`config.mk`:
```
export PLATFORM = sky130hd
export DESIGN_NAME = wav_pcm16_to_mono_parser_core
export DESIGN_NICKNAME = d
export VERILOG_FILES = /design/src/hw/rtl/wavp16_pkg.sv /design/src/hw/rtl/wav_pcm16_to_mono_parser_core.sv
export SDC_FILE = /design/constraint.sdc
export NUM_CORES = 1
export LEC_CHECK = 0
export ABC_AREA = 1
export BUFFER_PORTS_ARGS = -buffer_cell sky130_fd_sc_hd__buf_2
export CAP_MARGIN = 20
export CORE_MARGIN = 2
export CORE_UTILIZATION = 50
export DETAILED_ROUTE_END_ITERATION = 12
export GPL_TIMING_DRIVEN = 0
export PLACE_DENSITY = 0.71
export SETUP_SLACK_MARGIN = 0.3
export SYNTH_ARGS = -nofsm -noshare
export SYNTH_HDL_FRONTEND = slang
export SYNTH_SLANG_ARGS = --single-unit
```
`constraint.sdc`:
```
create_clock -name clk -period 4.3 [get_ports clk]
set_clock_uncertainty 0.1 [all_clocks]
set_input_delay 0.215 -clock clk [delete_from_list [all_inputs] [get_ports clk]]
set_output_delay 0.215 -clock clk [all_outputs]
set_load 0.02 [all_outputs]
```
`src/hw/rtl/wavp16_pkg.sv`:
```
// Shared types and constants for the PCM16 WAV stream parser.
package wavp16_pkg;

  // Chunk tags as they appear after four little-endian bytes are gathered.
  localparam logic [31:0] TAG_RIFF = 32'h4646_4952;
  localparam logic [31:0] TAG_WAVE = 32'h4556_4157;
  localparam logic [31:0] TAG_FMT  = 32'h2074_6D66;
  localparam logic [31:0] TAG_DATA = 32'h6174_6164;

  localparam logic [31:0] FMT_BODY_BYTES = 32'd16;
  localparam logic [15:0] FMT_CODE_PCM   = 16'd1;
  localparam logic [15:0] PCM_BITS       = 16'd16;
  localparam logic [15:0] CH_MONO        = 16'd1;
  localparam logic [15:0] CH_STEREO      = 16'd2;
  localparam logic [31:0] MONO_FRAME     = 32'd2;
  localparam logic [31:0] STEREO_FRAME   = 32'd4;

  // Fmt body offsets of the last byte of each captured field.
  localparam logic [3:0] FMT_IDX_CODE = 4'd1;
  localparam logic [3:0] FMT_IDX_CHAN = 4'd3;
  localparam logic [3:0] FMT_IDX_BITS = 4'd15;

  localparam logic [2:0] ST_SAMPLE    = 3'd0;
  localparam logic [2:0] ST_DONE_OK   = 3'd1;
  localparam logic [2:0] ST_BAD_TAG   = 3'd2;
  localparam logic [2:0] ST_BAD_FMT   = 3'd3;
  localparam logic [2:0] ST_UNSUPP    = 3'd4;
  localparam logic [2:0] ST_TRUNCATED = 3'd5;

  // Result queue: two entries of headroom so a word can push two results.
  localparam int unsigned QUEUE_AW    = 2;
  localparam int unsigned QUEUE_DEPTH = 1 << QUEUE_AW;

  typedef enum logic [3:0] {
    PH_RIFF     = 4'd0,
    PH_RSIZE    = 4'd1,
    PH_WAVE     = 4'd2,
    PH_ID       = 4'd3,
    PH_SZ_FMT   = 4'd4,
    PH_SZ_DATA  = 4'd5,
    PH_SZ_OTHER = 4'd6,
    PH_FMT      = 4'd7,
    PH_SKIP     = 4'd8,
    PH_DATA     = 4'd9,
    PH_DONE     = 4'd10
  } phase_t;

  typedef struct packed {
    logic signed [16:0] sample_value;
    logic [2:0]         status;
    logic               last;
  } result_t;

endpackage

```
`src/hw/rtl/wav_pcm16_to_mono_parser_core.sv`:
```
// Streaming RIFF/WAVE PCM16 parser that turns a byte stream into mono Q1.16 samples.
//
// Input channel: one file byte a word (in_byte, end_of_file on the last byte),
// taken when in_valid is high and in_stall is low. Output channel: one result
// a word (sample_value, status, last), taken when out_valid is high and
// out_stall is low. Status 0 is a sample; any other status is the single final
// word of a file and carries last = 1. On an error status the consumer drops
// the samples of that file.
// Each byte is parsed in the cycle it is taken and its results are written
// into a four-entry result queue, which offers them in order. One byte is
// accepted every cycle while in_stall is low; a byte can push up to two
// results (a sample followed by the final status), and in_stall rises while the
// queue has fewer than two free entries.
// When the receiver stalls, the queue fills and then the input is stalled; no
// result is lost or reordered.
// Synchronous reset empties the queue and puts the parser back to expecting the
// RIFF tag. The end-of-file byte does the same to the parser state, so the next
// file can follow directly.
module wav_pcm16_to_mono_parser_core (
  input  logic               clk,
  input  logic               rst,
  input  logic               in_valid,
  output logic               in_stall,
  input  logic [7:0]         in_byte,
  input  logic               end_of_file,
  output logic               out_valid,
  input  logic               out_stall,
  output logic signed [16:0] sample_value,
  output logic [2:0]         status,
  output logic               last
);

  wavp16_pkg::phase_t phase, phase_next;
  logic [31:0] bytes_left, bytes_left_next;
  logic [31:0] word_shift, word_shift_next;
  logic        fmt_pcm, fmt_pcm_next;
  logic        ch_mono, ch_mono_next;
  logic        ch_stereo, ch_stereo_next;
  logic        bits16, bits16_next;
  logic        format_seen, format_seen_next;
  logic [3:0]  fmt_index, fmt_index_next;
  logic [1:0]  byte_in_frame, byte_in_frame_next;
  logic [15:0] left_sample, left_sample_next;
  logic        pad_pending, pad_pending_next;
  logic        any_sample, any_sample_next;

  logic        in_acc;
  logic [31:0] ws_shifted;
  logic [1:0]  bif_inc;
  logic [31:0] bl_dec;
  logic        pad_after;
  logic [31:0] frame_len_bytes;
  logic        samp_fire;
  logic signed [16:0] samp_val;
  logic        fin_fire;
  logic [2:0]  fin_status;

  wavp16_pkg::result_t queue [wavp16_pkg::QUEUE_DEPTH];
  logic [wavp16_pkg::QUEUE_AW-1:0] wr_ptr, rd_ptr;
  logic [wavp16_pkg::QUEUE_AW:0]   count;
  logic [1:0]                      push_cnt;
  logic                            pop;
  wavp16_pkg::result_t             first_res, second_res;

  assign in_acc     = in_valid && !in_stall;
  assign ws_shifted = {in_byte, word_shift[31:8]};
  assign bif_inc    = byte_in_frame + 2'd1;
  assign bl_dec     = (bytes_left != 32'd0) ? bytes_left - 32'd1 : bytes_left;
  assign frame_len_bytes = ch_mono ? wavp16_pkg::MONO_FRAME : wavp16_pkg::STEREO_FRAME;

  always_comb begin
    phase_next         = phase;
    bytes_left_next    = bytes_left;
    word_shift_next    = word_shift;
    fmt_pcm_next       = fmt_pcm;
    ch_mono_next       = ch_mono;
    ch_stereo_next     = ch_stereo;
    bits16_next        = bits16;
    format_seen_next   = format_seen;
    fmt_index_next     = fmt_index;
    byte_in_frame_next = byte_in_frame;
    left_sample_next   = left_sample;
    pad_pending_next   = pad_pending;
    any_sample_next    = any_sample;
    samp_fire          = 1'b0;
    samp_val           = '0;
    fin_fire           = 1'b0;
    fin_status         = wavp16_pkg::ST_DONE_OK;
    pad_after          = 1'b0;

    if (in_acc) begin
      if (phase inside {wavp16_pkg::PH_RIFF, wavp16_pkg::PH_RSIZE, wavp16_pkg::PH_WAVE,
                        wavp16_pkg::PH_ID, wavp16_pkg::PH_SZ_FMT, wavp16_pkg::PH_SZ_DATA,
                        wavp16_pkg::PH_SZ_OTHER}) begin
        word_shift_next    = ws_shifted;
        byte_in_frame_next = bif_inc;
        if (bif_inc == 2'd0) begin
          case (phase)
            wavp16_pkg::PH_RIFF: begin
              if (ws_shifted != wavp16_pkg::TAG_RIFF) begin
                fin_fire   = 1'b1;
                fin_status = wavp16_pkg::ST_BAD_TAG;
              end else begin
                phase_next = wavp16_pkg::PH_RSIZE;
              end
            end
            wavp16_pkg::PH_RSIZE: begin
              phase_next = wavp16_pkg::PH_WAVE;
            end
            wavp16_pkg::PH_WAVE: begin
              if (ws_shifted != wavp16_pkg::TAG_WAVE) begin
                fin_fire   = 1'b1;
                fin_status = wavp16_pkg::ST_BAD_TAG;
              end else begin
                phase_next = wavp16_pkg::PH_ID;
              end
            end
            wavp16_pkg::PH_ID: begin
              if (ws_shifted == wavp16_pkg::TAG_FMT) begin
                phase_next = wavp16_pkg::PH_SZ_FMT;
              end else if (ws_shifted == wavp16_pkg::TAG_DATA) begin
                phase_next = wavp16_pkg::PH_SZ_DATA;
              end else begin
                phase_next = wavp16_pkg::PH_SZ_OTHER;
              end
            end
            wavp16_pkg::PH_SZ_FMT: begin
              if (ws_shifted < wavp16_pkg::FMT_BODY_BYTES) begin
                fin_fire   = 1'b1;
                fin_status = wavp16_pkg::ST_BAD_FMT;
              end else begin
                bytes_left_next  = ws_shifted - wavp16_pkg::FMT_BODY_BYTES;
                pad_pending_next = ws_shifted[0];
                fmt_index_next   = 4'd0;
                phase_next       = wavp16_pkg::PH_FMT;
              end
            end
            wavp16_pkg::PH_SZ_OTHER: begin
              // An odd size always leaves a pad byte, so only size zero skips nothing.
              bytes_left_next  = ws_shifted;
              pad_pending_next = ws_shifted[0];
              phase_next = (ws_shifted == 32'd0) ? wavp16_pkg::PH_ID : wavp16_pkg::PH_SKIP;
            end
            default: begin
              bytes_left_next = ws_shifted;
              if (!format_seen) begin
                fin_fire   = 1'b1;
                fin_status = wavp16_pkg::ST_BAD_FMT;
              end else if (!fmt_pcm || !bits16 || !(ch_mono || ch_stereo)) begin
                fin_fire   = 1'b1;
                fin_status = wavp16_pkg::ST_UNSUPP;
              end else if (ws_shifted < frame_len_bytes) begin
                fin_fire   = 1'b1;
                fin_status = wavp16_pkg::ST_TRUNCATED;
              end else begin
                byte_in_frame_next = 2'd0;
                any_sample_next    = 1'b0;
                phase_next         = wavp16_pkg::PH_DATA;
              end
            end
          endcase
        end
      end else begin
        case (phase)
          wavp16_pkg::PH_FMT: begin
            word_shift_next = ws_shifted;
            if (fmt_index == wavp16_pkg::FMT_IDX_CODE) begin
              fmt_pcm_next = (ws_shifted[31:16] == wavp16_pkg::FMT_CODE_PCM);
            end else if (fmt_index == wavp16_pkg::FMT_IDX_CHAN) begin
              ch_mono_next   = (ws_shifted[31:16] == wavp16_pkg::CH_MONO);
              ch_stereo_next = (ws_shifted[31:16] == wavp16_pkg::CH_STEREO);
            end else if (fmt_index == wavp16_pkg::FMT_IDX_BITS) begin
              bits16_next      = (ws_shifted[31:16] == wavp16_pkg::PCM_BITS);
              format_seen_next = 1'b1;
              phase_next = (bytes_left == 32'd0 && !pad_pending) ? wavp16_pkg::PH_ID
                                                                 : wavp16_pkg::PH_SKIP;
            end
            fmt_index_next = fmt_index + 4'd1;
          end
          wavp16_pkg::PH_SKIP: begin
            pad_after = (bytes_left != 32'd0) ? pad_pending : 1'b0;
            bytes_left_next  = bl_dec;
            pad_pending_next = pad_after;
            if (bl_dec == 32'd0 && !pad_after) begin
              phase_next = wavp16_pkg::PH_ID;
            end
          end
          wavp16_pkg::PH_DATA: begin
            bytes_left_next    = bl_dec;
            word_shift_next    = ws_shifted;
            byte_in_frame_next = bif_inc;
            if (ch_mono) begin
              if (bif_inc == 2'd2) begin
                samp_fire          = 1'b1;
                samp_val           = {ws_shifted[31:16], 1'b0};
                byte_in_frame_next = 2'd0;
                any_sample_next    = 1'b1;
              end
            end else if (bif_inc == 2'd2) begin
              left_sample_next = ws_shifted[31:16];
            end else if (bif_inc == 2'd0) begin
              samp_fire       = 1'b1;
              samp_val        = $signed({left_sample[15], left_sample})
                              + $signed({ws_shifted[31], ws_shifted[31:16]});
              any_sample_next = 1'b1;
            end
            if (bl_dec == 32'd0) begin
              fin_fire   = 1'b1;
              fin_status = any_sample_next ? wavp16_pkg::ST_DONE_OK
                                           : wavp16_pkg::ST_TRUNCATED;
            end
          end
          default: ;
        endcase
      end

      if (fin_fire) begin
        phase_next = wavp16_pkg::PH_DONE;
      end

      // End of file closes any open file with a truncation status.
      if (end_of_file) begin
        if (!fin_fire && phase_next != wavp16_pkg::PH_DONE) begin
          fin_fire   = 1'b1;
          fin_status = wavp16_pkg::ST_TRUNCATED;
        end
        phase_next         = wavp16_pkg::PH_RIFF;
        bytes_left_next    = '0;
        word_shift_next    = '0;
        fmt_pcm_next       = 1'b0;
        ch_mono_next       = 1'b0;
        ch_stereo_next     = 1'b0;
        bits16_next        = 1'b0;
        format_seen_next   = 1'b0;
        fmt_index_next     = '0;
        byte_in_frame_next = '0;
        left_sample_next   = '0;
        pad_pending_next   = 1'b0;
        any_sample_next    = 1'b0;
      end
    end
  end

  always_ff @(posedge clk) begin
    if (rst) begin
      phase         <= wavp16_pkg::PH_RIFF;
      bytes_left    <= '0;
      word_shift    <= '0;
      fmt_pcm       <= 1'b0;
      ch_mono       <= 1'b0;
      ch_stereo     <= 1'b0;
      bits16        <= 1'b0;
      format_seen   <= 1'b0;
      fmt_index     <= '0;
      byte_in_frame <= '0;
      left_sample   <= '0;
      pad_pending   <= 1'b0;
      any_sample    <= 1'b0;
    end else begin
      phase         <= phase_next;
      bytes_left    <= bytes_left_next;
      word_shift    <= word_shift_next;
      fmt_pcm       <= fmt_pcm_next;
      ch_mono       <= ch_mono_next;
      ch_stereo     <= ch_stereo_next;
      bits16        <= bits16_next;
      format_seen   <= format_seen_next;
      fmt_index     <= fmt_index_next;
      byte_in_frame <= byte_in_frame_next;
      left_sample   <= left_sample_next;
      pad_pending   <= pad_pending_next;
      any_sample    <= any_sample_next;
    end
  end

  // The sample, when present, always goes ahead of the final status.
  always_comb begin
    second_res.sample_value = '0;
    second_res.status       = fin_status;
    second_res.last         = 1'b1;
    if (samp_fire) begin
      first_res.sample_value = samp_val;
      first_res.status       = wavp16_pkg::ST_SAMPLE;
      first_res.last         = 1'b0;
    end else begin
      first_res = second_res;
    end
  end

  assign push_cnt  = {1'b0, samp_fire} + {1'b0, fin_fire};
  assign pop       = out_valid && !out_stall;
  assign out_valid = (count != '0);
  assign in_stall  = (count > (wavp16_pkg::QUEUE_AW + 1)'(wavp16_pkg::QUEUE_DEPTH - 2));

  assign sample_value = queue[rd_ptr].sample_value;
  assign status       = queue[rd_ptr].status;
  assign last         = queue[rd_ptr].last;

  always_ff @(posedge clk) begin
    if (push_cnt != 2'd0) begin
      queue[wr_ptr] <= first_res;
    end
    if (push_cnt == 2'd2) begin
      queue[wr_ptr + 1'b1] <= second_res;
    end
  end

  always_ff @(posedge clk) begin
    if (rst) begin
      wr_ptr <= '0;
      rd_ptr <= '0;
      count  <= '0;
    end else begin
      wr_ptr <= wr_ptr + push_cnt[wavp16_pkg::QUEUE_AW-1:0];
      rd_ptr <= rd_ptr + {{(wavp16_pkg::QUEUE_AW-1){1'b0}}, pop};
      count  <= count + {{(wavp16_pkg::QUEUE_AW-1){1'b0}}, push_cnt}
                      - {{wavp16_pkg::QUEUE_AW{1'b0}}, pop};
    end
  end

  a_queue_bound: assert property (@(posedge clk) disable iff (rst)
    count <= (wavp16_pkg::QUEUE_AW + 1)'(wavp16_pkg::QUEUE_DEPTH))
    else $error("result queue overflow");

  a_last_on_status: assert property (@(posedge clk) disable iff (rst)
    out_valid |-> (last == (status != wavp16_pkg::ST_SAMPLE)))
    else $error("last flag does not match status");

  a_eof_rearms: assert property (@(posedge clk) disable iff (rst)
    in_acc && end_of_file |=> phase == wavp16_pkg::PH_RIFF)
    else $error("parser not rearmed after end of file");

  a_eof_closes: assert property (@(posedge clk) disable iff (rst)
    in_acc && end_of_file && phase != wavp16_pkg::PH_DONE |-> fin_fire)
    else $error("open file ended without a final status");

endmodule
```
# ---- Word-level counts from Yosys, hierarchy flattened
# Memory sizes are Yosys's and may differ from the RTL's. A register that Yosys moved wholly into a read port is not among the register bits.
# Cells that the tools add are included.
dict set report word_totals {
  reg_bits 104
  mem_bits_rw 84
  in_bits 13
  out_inout_bits 23
  mem_count 1
}
# name depth word_bits rd rd_clocked_by_memory_dff wr line_no
set mem_list {}
lappend mem_list {queue 4 21 1 1 2 wav_pcm16_to_mono_parser_core.sv:58} ;# wavp16_pkg::result_t queue [wavp16_pkg::QUEUE_DEPTH];
dict set report op_classes {
  addsub 11
  order_cmp 3
  eq_ne 36
  mux 151
  reduce_logical 51
}
# op n
set ops {}
lappend ops {{$mux W32} 9}
lappend ops {{$mux W17} 7}
lappend ops {{$logic_not A32 Y1} 3}
lappend ops {{$mux W4} 23}
lappend ops {{$mux W16} 5}
lappend ops {{$mux W1} 72}
lappend ops {{$ne A32 B31 Y1 const B} 2}
lappend ops {{$pmux W32 S2} 1}
lappend ops {{$mux W3} 12}
lappend ops {{$eq A32 B30 Y1 const B} 1}
lappend ops {{$eq A32 B31 Y1 const B} 1}
lappend ops {{$lt A32 B3 Y1} 1}
lappend ops {{$lt A32 B5 Y1 const B} 1}
lappend ops {{$mux W2} 16}
lappend ops {{$reduce_bool A32 Y1} 1}
lappend ops {{$sub A32 B1 Y32 const B} 1}
lappend ops {{$sub A32 B5 Y32 const B} 1}
lappend ops {{$reduce_and A5 Y1} 5}
lappend ops {{$pmux W4 S6} 1}
lappend ops {{$mux W21} 1}
lappend ops {{$ne A3 B3 Y1 const B} 7}
lappend ops {{$reduce_bool A3 Y1} 6}
lappend ops {{$add A16 B16 Y17} 1}
lappend ops {{$eq A16 B1 Y1 const B} 1}
lappend ops {{other kinds (37)} 73}

# ---- Logic depth before layout (Yosys ltp)
dict set report depth {
  depth_word 20
  mapped_depth 30
}

# ---- Worst setup path after synthesis
# Ideal clock, no wire load.
dict set report synth_timing {
  kind {register to register}
  from {reg bytes_left[0]}
  to {mem queue[3][10] (netlist name)}
  setup_time_ns 0.129
  arrival_time_ns 3.697
  required_ns 4.071
  setup_slack_ns 0.374
  stages_incl_launch_ff 28
  n_path_buf 3
  synth_period_minus_slack_ns 3.926
  path_cell_list {dfxtp_1 > inv_1 > ha_1 > nand2_2 > nor2_2 > nand4_1 > buf_4 > buf_6 > nand2_1 > nand2_1 > nor2_1 > nand2_1 > nor2_2 > nand3_1 > a21oi_1 > nand2_1 > nand2_1 > o21bai_2 > a21oi_1 > inv_1 > ha_1 > nor3_1 > inv_1 > nand2_1 > clkinv_1 > clkbuf_1 > nand2_1 > o21ai_0}
}
# element line_no
set synth_lines {}
lappend synth_lines {{from (decl)} wav_pcm16_to_mono_parser_core.sv:34} ;# logic [31:0] bytes_left, bytes_left_next;
lappend synth_lines {{from (signal assigned)} wav_pcm16_to_mono_parser_core.sv:261} ;# bytes_left <= bytes_left_next;
lappend synth_lines {{to (decl)} wav_pcm16_to_mono_parser_core.sv:58}

# ---- Worst setup path in the final report
dict set report layout_timing {
  from {reg bytes_left[12]}
  to {reg count[1] (netlist name)}
}
dict set report layout_via {
  elab_chain_len 18
  elab_cells_between_ends 31
  cone_classes {add/sub (4); eq/ne (1); mux (18); reduce/logical (8)}
}
# element line_no
set layout_rtl {}
lappend layout_rtl {{parallel branches: the longest is 13 deep, another holds $sub A32 B1 Y32} n/a}
lappend layout_rtl {{$mux W1 (*)} wav_pcm16_to_mono_parser_core.sv:222} ;# if (end_of_file) begin
lappend layout_rtl {{$mux W1 (*)} wav_pcm16_to_mono_parser_core.sv:91} ;# if (in_acc) begin
lappend layout_rtl {{$add A1 B1 Y2 (*)} wav_pcm16_to_mono_parser_core.sv:290} ;# assign push_cnt = {1'b0, samp_fire} + {1'b0, fin_fire};
lappend layout_rtl {{$add A3 B2 Y3 (*)} wav_pcm16_to_mono_parser_core.sv:316} ;# count <= count + {{(wavp16_pkg::QUEUE_AW-1){1'b0}}, push_cnt}
lappend layout_rtl {{$sub A3 B1 Y3 (*)} wav_pcm16_to_mono_parser_core.sv:317} ;# - {{wavp16_pkg::QUEUE_AW{1'b0}}, pop};
lappend layout_rtl {{to (signal assigned)} wav_pcm16_to_mono_parser_core.sv:316}
lappend layout_rtl {{to (decl)} wav_pcm16_to_mono_parser_core.sv:60} ;# logic [wavp16_pkg::QUEUE_AW:0] count;
# Every way passes the cells marked *. The select of a mux whose other input is x is not followed.
# A chain may end at the register's enable or synchronous reset.

==> flow_summary.ini <==
[status]
status = complete, but fails checks
failed_checks = setup timing

[cts]
cts_root_buffer = clkbuf_16
cts_buffer_depth = 2
cts_max_level = 4
clkTransAtPathRegs_ns = 0.09
worstSkewPairLatency_ns = 0.45
clkSinkCount = 180
cts_tree = done
cts-buffers-inserted = 17

[worst_setup_path]
cp.arrival_ns = 4.62
startpoint_type = flop
ff2ff_setup_slack_ns = -0.04
end_kind = flop
slowest_delay_ns = 0.53
cp.required_ns = 4.58
critical_path_class = flop to flop
critPathMaxFanout = 10
path_common_cell = nand2_1
crit_slowest_cell = fa_2

[global_route]
grt_pass1_vias = 11600
grtUsageTotal_pct = 32.5
grt_max_degree = 22
grt-ovfl-total = 0
antenna_found_initial = 0
grt_pass1_wl_mm = 60.5

[die]
die_x_um = 152
start_util_pct = 50.6
rows = 54
dieArea_mm2 = 0.0232
core_mm2 = 0.0218
fp.dieH_um = 152
ios = 36

[timing]
period_needed_ns = 4.34
finalHoldViolations = 0
worst_pin_slew_ns = 0.854
rsz0062_at_grt = yes
setup_ws_ns = -0.0406
min_period_over_period_pct = 101
maxSlewViolCount = 0
slew_headroom_pct = 43.1
setup_viol = 3
fmax_mhz = 230

[pwr]
p_per_area_mw_per_mm2 = 468
p_leak_uw = 0.00594
ir_drop_v = 0.000281
power_uw = 6460

[hold_path]
hp-class = input pin to flop

[yosys]
syn-num-nets = 1779
synthFlopType = dfxtp_1
synth_top_family_by_area = simple AND/OR/NAND/NOR gates
yosys.area_share.adder_pct = 4.23
muxShareOfSynthArea_pct = 0
ys_seq_area_share_pct = 33.8
synth_simple_gate_area_share_pct = 32.4
synth-xor-area-share_pct = 1.19
synth_cells = 1730
synth_compound_area_share_pct = 19.6
async_flop_share_pct = 0
ys.warnings.count = 0
synth-edff-count = 12
synth.distinct_cells = 53
yosys_register_bits = 180
syn_area_per_cell_um2 = 6.37
syn_area_mm2 = 0.0110

[route]
ant_nets = 0
drt-total-wl_mm = 41.2
wl_per_cell_um = 19.0
dr.pass1.iters = 6
first_iter_violations = 1559
via_count = 12900
drcViolationCount = 0
via_per_inst = 5.95

[layout]
fin_nets = 1919
nFillCells = 1926
final_cell_mix = nand2_1, nor2_1, inv_1, o21ai_0, dfxtp_1
area_growth_pct = 25.4
layout_commonest_cell = nand2_1
drive_gt1_share_pct = 19.7
insertedDiodeCount = 0

[placement]
pre_cts_slack_ns = -1.22
numPortBuffers = 33
gp_congestion = 0.997
dp_hpwl_mm = 28.0

[job]
cap_violations = 0
## through the flow
step           instances  area [µm²]  hold WS [ns]  setup TNS (ns)  util, %
2_1_floorplan       1730       11000         0.264               0        -
3_3_place_gp        2043       11500         0.332          -83.41     53.0
3_5_place_dp        2043       11500         0.339          -84.74     53.0
4_1_cts             2130       13000       0.00443               0     59.8
5_1_grt             2163       13800     -0.000508           -1.70     63.5
6_report            2163       13800       0.00994         -0.0635     63.5
## final timing paths
kind                            cells after the start                   startpoint                     endpoint
worst max-delay path                               25  bytes_left[12]$_SDFFE_PP0P_          count[1]$_SDFF_PP0_
worst min-delay path                                3                   in_byte[0]  left_sample[8]$_SDFFE_PP0P_
worst max register to register                     25  bytes_left[12]$_SDFFE_PP0P_          count[1]$_SDFF_PP0_
worst min register to register                      2     queue[3][0]$_SDFFE_PP1P_     queue[3][0]$_SDFFE_PP1P_
## cells in the mapped netlist (5+ instances only)
cell,n,area share [%]
a211oi_1,14,0.95
o22ai_1,34,1.9
nor4_1,8,0.45
o21ai_0,187,8.5
a21oi_1,117,5.3
a32oi_1,13,1.0
buf_2,8,0.36
inv_1,173,5.9
nand2_1,414,14
clkinv_1,6,0.20
nor3_1,24,1.1
a31oi_1,5,0.28
xor2_1,9,0.72
edfxtp_1,12,3.3
nand3_1,94,4.3
clkbuf_1,50,1.7
buf_1,7,0.24
nor2_2,5,0.28
dfxtp_1,168,31
nor2_1,262,8.9
nand4_1,26,1.5
ha_1,34,3.9
xnor2_1,6,0.48
## final cells by class
cell class | instances | area [µm²] | share of cell area, %
sequential | 180 | 3750 | 27.1
multi-input combinational | 1300 | 7020 | 50.8
timing repair inverter | 2 | 17.5 | 0.127
clock buffer | 17 | 425 | 3.08
tap | 280 | 350 | 2.54
buffer | 67 | 337 | 2.44
clock inverter | 15 | 198 | 1.43
timing repair buffer | 119 | 993 | 7.19
inverter | 183 | 724 | 5.24
## critical path: cells and delay by family (launching register included)
| family | cells | cell delay [ns] |
|---|---|---|
| adders and majority gates | 4 | 1.22 |
| and+or+nand+nor | 14 | 1.84 |
| DFF | 1 | 0.38 |
| buffers and inverters | 5 | 0.44 |
| AOI/OAI and AO/OA | 2 | 0.28 |
## layer usage
metal | vias to the layer above | global-route usage (%) | wire length, µm
met2 | 764 | 53.3 | 18800
met4 | 0 | 14.2 | 2160
met5 | - | 0 | 0
li1 | 6029 | - | -
met3 | 199 | 5.63 | 4280
met1 | 5885 | 42.1 | 16000
## kinds of logic (layout without fill, tap and decap cells)
group           after synthesis  after routing
buf+inv                     250            403
fa+ha+maj                    36             36
compound gates              391            391
xor+xnor                     15             15
flops                       180            180
simple gates                858            858
## flip-flops by register name (all words and copies together) (netlist names)
| signal | flops |
|---|---|
| pad_pending | 1 |
| rd_ptr | 2 |
| format_seen | 1 |
| bytes_left | 32 |
| fmt_pcm | 1 |
| count | 3 |
| left_sample | 16 |
| ch_stereo | 1 |
| wr_ptr | 2 |
| queue | 84 |
| ch_mono | 1 |
| fmt_index | 4 |
| word_shift | 24 |
| byte_in_frame | 2 |
| any_sample | 1 |
| phase | 4 |
| bits16 | 1 |
## where the power goes
group | switching [µW] | internal [µW]
Clock | 850 | 801
Combinational | 1780 | 1070
Sequential | 142 | 1820
## repair_timing
item / in CTS / in global routing
buffers inserted: 53 / 29
gates resized for setup: 142 / 200
hold buffers: 0 / 0
cloned: 2 / 4
pin swaps: 27 / 36
endpoints found under the setup margin: 101 / 98
Note: power is estimated with default switching activity, not from simulation.
